`src/hdl/wrts_pkg.sv`:
```
`timescale 1ns / 1ps
`default_nettype none

package wrts_pkg;

	localparam int NUM_LEVELS = 5;
	localparam int LEVEL_W = $clog2(NUM_LEVELS);
	localparam logic [2:0] NICE_MAX = 3'd4;

	typedef logic [15:0] weight_t;

	localparam weight_t WEIGHT_RESET [NUM_LEVELS] = '{
		16'd256, 16'd320, 16'd400, 16'd500, 16'd625
	};

	typedef struct packed {
		logic [15:0] id;
		logic [2:0]  nice;
		logic [31:0] runtime;
	} entry_t;

	typedef enum logic [1:0] {
		KIND_ADD      = 2'd0,
		KIND_DISPATCH = 2'd1,
		KIND_TICK     = 2'd2,
		KIND_REMOVE   = 2'd3
	} kind_t;

	typedef enum logic [1:0] {
		STATUS_OK         = 2'd0,
		STATUS_EMPTY      = 2'd1,
		STATUS_FULL       = 2'd2,
		STATUS_NO_CURRENT = 2'd3
	} status_t;

	typedef enum logic [1:0] {
		ST_IDLE,
		ST_EXEC,
		ST_CHARGE,
		ST_REQUEUE
	} state_t;

	// broadcast to every cell of the sorted row
	typedef struct packed {
		logic   ins;
		logic   pop;
		entry_t data;
	} cell_ctrl_t;

endpackage

`default_nettype wire

```
`src/hdl/wrts_cell.sv`:
```
`timescale 1ns / 1ps
`default_nettype none

module wrts_cell (
	input  wire                  clk,
	input  wire                  arst_n,
	input  wire wrts_pkg::cell_ctrl_t ctrl,
	input  wire wrts_pkg::entry_t left_entry,
	input  wire                  left_valid,
	input  wire                  left_le,
	input  wire wrts_pkg::entry_t right_entry,
	input  wire                  right_valid,
	output wrts_pkg::entry_t     entry,
	output logic                 valid,
	output logic                 le
);
	import wrts_pkg::*;

	entry_t entry_q;
	logic   valid_q;

	// entry stays put if it sorts at or before the new one (keeps insertion order on ties)
	assign le    = valid_q && (entry_q.runtime <= ctrl.data.runtime);
	assign entry = entry_q;
	assign valid = valid_q;

	always_ff @(posedge clk or negedge arst_n) begin
		if (!arst_n) begin
			valid_q <= 1'b0;
		end else if (ctrl.pop) begin
			valid_q <= right_valid;
		end else if (ctrl.ins && !le) begin
			valid_q <= left_le ? 1'b1 : left_valid;
		end
	end

	always_ff @(posedge clk) begin
		if (ctrl.pop) begin
			entry_q <= right_entry;
		end else if (ctrl.ins && !le) begin
			entry_q <= left_le ? ctrl.data : left_entry;
		end
	end

endmodule

`default_nettype wire

```
`config.mk`:
```
export PLATFORM = sky130hd
export DESIGN_NAME = wrts_cell
export DESIGN_NICKNAME = d
export VERILOG_FILES = /design/src/hdl/wrts_pkg.sv /design/src/hdl/wrts_cell.sv
export SDC_FILE = /design/constraint.sdc
export NUM_CORES = 1
export LEC_CHECK = 0
export ABC_AREA = 0
export BUFFER_PORTS_ARGS = -buffer_cell sky130_fd_sc_hd__buf_2
export CORE_ASPECT_RATIO = 2
export CORE_MARGIN = 5
export CORE_UTILIZATION = 30
export CTS_CLUSTER_SIZE = 28
export DETAILED_ROUTE_END_ITERATION = 10
export GPL_ROUTABILITY_DRIVEN = 0
export PLACE_DENSITY = 0.58
export SLEW_MARGIN = 15
export SYNTH_ARGS = -nofsm -noshare
export SYNTH_HDL_FRONTEND = slang
export SYNTH_SLANG_ARGS = --single-unit
```
`constraint.sdc`:
```
create_clock -name clk -period 4.7 [get_ports clk]
set_input_delay 0.94 -clock clk [delete_from_list [all_inputs] [get_ports clk]]
set_output_delay 0.94 -clock clk [all_outputs]
set_load 0.02 [all_outputs]
```
==> results.cfg <==
[clock_tree]
htree_levels = 2
cts_buffer_depth = 2
cts_buffers = 5
cts-root-buf = clkbuf_16
ctsHoldBuffers = 0
clk_latency_ns = 0.29
cts_tree = built
path_clk_slew_ns = 0.07
postCtsSetupBuffers = 0
clock_sinks = 52
post_cts_resized = 0

[timing]
period_share = 0.762
fin_worst_skew_ns = 0.00572
tightest_slew_ns = 0.881
setup-tns-final_ns = 0
slew_viol_final = 0
relSlewSlack = 0.413
setup_ws_ns = 1.12
finalSetupViolations = 0
hold_viol = 0
period_needed_ns = 3.58
timing.fmax_mhz = 279
rsz0062_at_grt = no

[route]
ant_nets = 0
via_per_inst = 4.62
wl_per_cell_um = 15.7
drt_wl_total_mm = 10.9
via_count = 3214
drtPass1Iterations = 4
drt_iter0_drc = 85
drcViolationCount = 0

[place]
dp_hpwl_mm = 9.09
place_area_um2 = 4670
place_ws_ns = 1.01
portBuffers = 212
place_inst = 688

[run]
cap_violations = 0

[synth]
synth_seq_cells = 52
syn_inst = 348
yosys_warnings = 0
synth_cell_type_count = 26
synth_area_um2 = 3460
synth_area_leaders = edfxtp_1 (44%), mux2i_1 (15%), ha_1 (12%), o21ai_0 (8.0%), nand2_1 (6.7%)
syn-num-nets = 540
avgSynthCellArea_um2 = 9.94
synth_top_area_share = 0.443
yosysSeqAreaShare = 0.450
yosysTopAreaCell = edfxtp_1

[setup_path]
crit_required_ns = 3.76
reg2reg_slack_ns = 1.92
cp_slowest_stage_delay_ns = 0.37
rr_worst_depth = 8
worstReg2RegEnd = entry[10]$_DFFE_PP_
crit_arrival_ns = 2.64
critPathSlowestCell = nor4_2
reg2reg_from = entry[29]$_DFFE_PP_
path_cells = buf_2 -> inv_1 -> ha_1 -> nand4_2 -> nor4_2 -> nand2_1 -> o21a_1 -> o22ai_2 -> inv_1 -> buf_2
cp.depth = 10
path_buf_inv = 4
cpLargestDelayFamily = simple AND/OR/NAND/NOR gates
cp-start-kind = input port
end_kind = primary output
critical_path_class = input port to primary output
worstPathMaxFanout = 3
cp-endpoint = le
startpoint = ctrl[31]

[power_and_ir_drop]
peakVddDrop_mv = 0.151
power_density_nw_per_um2 = 294
power.leakage_nw = 2.49

[grt]
grt-ovfl-total = 0
antenna_found_initial = 0
grt_max_degree = 57
grt_util_all_layers = 0.151
grt_pass1_wl_mm = 16.5
grt_pass1_vias = 3514

[worst_hold_path]
hold_path.class = input port to asynchronous set/reset pin

[floorplanning]
die_area_um2 = 13900
num_rows = 55
core_um2 = 11300
ios = 213
start_util = 0.307
die_w_um = 85.9
dieHeight_um = 162

[final_layout]
fin_area_um2 = 4830
final_util = 0.428
instances_no_fill = 696
finalNetCount = 745
fill_cells = 1154
syn2layout_area_growth_pct = 39.6
drive_above_1_share = 0.408
diodes = 0

[outcome]
status = finished clean
==> stage by stage <==
| step | hold WS [ns] | power [mW] |
|---|---|---|
| floorplan | 0.644 | 0.844 |
| global placement | 0.720 | 1.02 |
| detailed placement | 0.716 | 1.03 |
| CTS | 0.400 | 1.44 |
| global route | 0.395 | 1.51 |
| finish | 0.410 | 1.42 |
==> cells in the mapped netlist, drive strengths merged <==
library cell   n
ha            32
clkbuf        12
a21oi         16
nor3           1
nor4           1
mux2i         51
dfrtp          1
o22ai          1
inv           34
nand4          3
a211oi         1
o211ai         1
nor2b          2
nor4bb         1
o21ai         55
a21o           3
edfxtp        51
nand3          2
nand2         62
and4           3
buf            5
nor2           7
a221oi         1
o2111ai        1
o21a           1
==> layout make-up <==
class / instances / area (um^2) / share of cell area
flip-flops and latches: 52 / 1560 / 0.322
repair buffers: 215 / 1100 / 0.227
clock inverters: 3 / 37.5 / 0.00777
multi-input cells: 245 / 1710 / 0.354
well taps: 142 / 178 / 0.0368
clock buffers: 5 / 125 / 0.0259
inverters: 34 / 128 / 0.0264
==> state kept, by name, indices dropped and copies added, names as in the netlist <==
signal  count
entry      51
valid       1
==> worst reg2reg max path: cells and delay by family, from the launching register on <==
kind                     cells  cell delay, ns
adder cells (fa/ha/maj)      1            0.33
flip-flops                   1            0.40
AO/OA/AOI/OAI                3            0.77
buffers and inverters        1            0.30
AND/OR/NAND/NOR              3            0.66
==> layer usage <==
layer	up-vias	track usage	part of all wire
li1	1648	-	-
met1	1437	0.140	0.33
met2	117	0.309	0.59
met3	12	0.0279	0.063
met4	0	0.0512	0.014
met5	-	0	0
==> report_power, final <==
part	total (mW)	internal [mW]	switching [mW]	leakage [nW]
Combinational	0.404	0.166	0.238	1.89
Sequential	0.604	0.580	0.0247	0.528
Clock	0.411	0.248	0.163	0.0789
Total	1.42	0.993	0.425	2.49
==> worst min path at each step <==
stage | start | end | slack [ns]
global placement | arst_n | valid$_DFFE_PN0P_ | 0.72
floorplan | arst_n | valid$_DFFE_PN0P_ | 0.64
finish | arst_n | valid$_DFFE_PN0P_ | 0.41
detailed placement | arst_n | valid$_DFFE_PN0P_ | 0.72
global route | arst_n | valid$_DFFE_PN0P_ | 0.40
CTS | arst_n | valid$_DFFE_PN0P_ | 0.40
==> kinds of logic after synthesis <==
group | count (synthesis) | synth area share
flip-flops | 52 | 0.450
AND/OR/NAND/NOR | 82 | 0.106
buffers and inverters | 51 | 0.0571
AO/OA/AOI/OAI | 80 | 0.124
multiplexers | 51 | 0.148
adder cells (fa/ha/maj) | 32 | 0.116
==> cell usage in the layout, fill, tap and decap left out, drive strengths merged, types with 2 or more instances in the layout <==
cell,netlist,final
mux2i,51,51
nand3,2,2
and4,3,3
edfxtp,51,51
o21ai,55,55
clkinv,0,2
inv,34,34
nor2,7,7
ha,32,32
a21oi,16,16
nand2,62,62
nand4,3,3
a21o,3,3
nor2b,2,2
buf,5,215
clkbuf,12,5
Power figures use the tool's default switching activity.
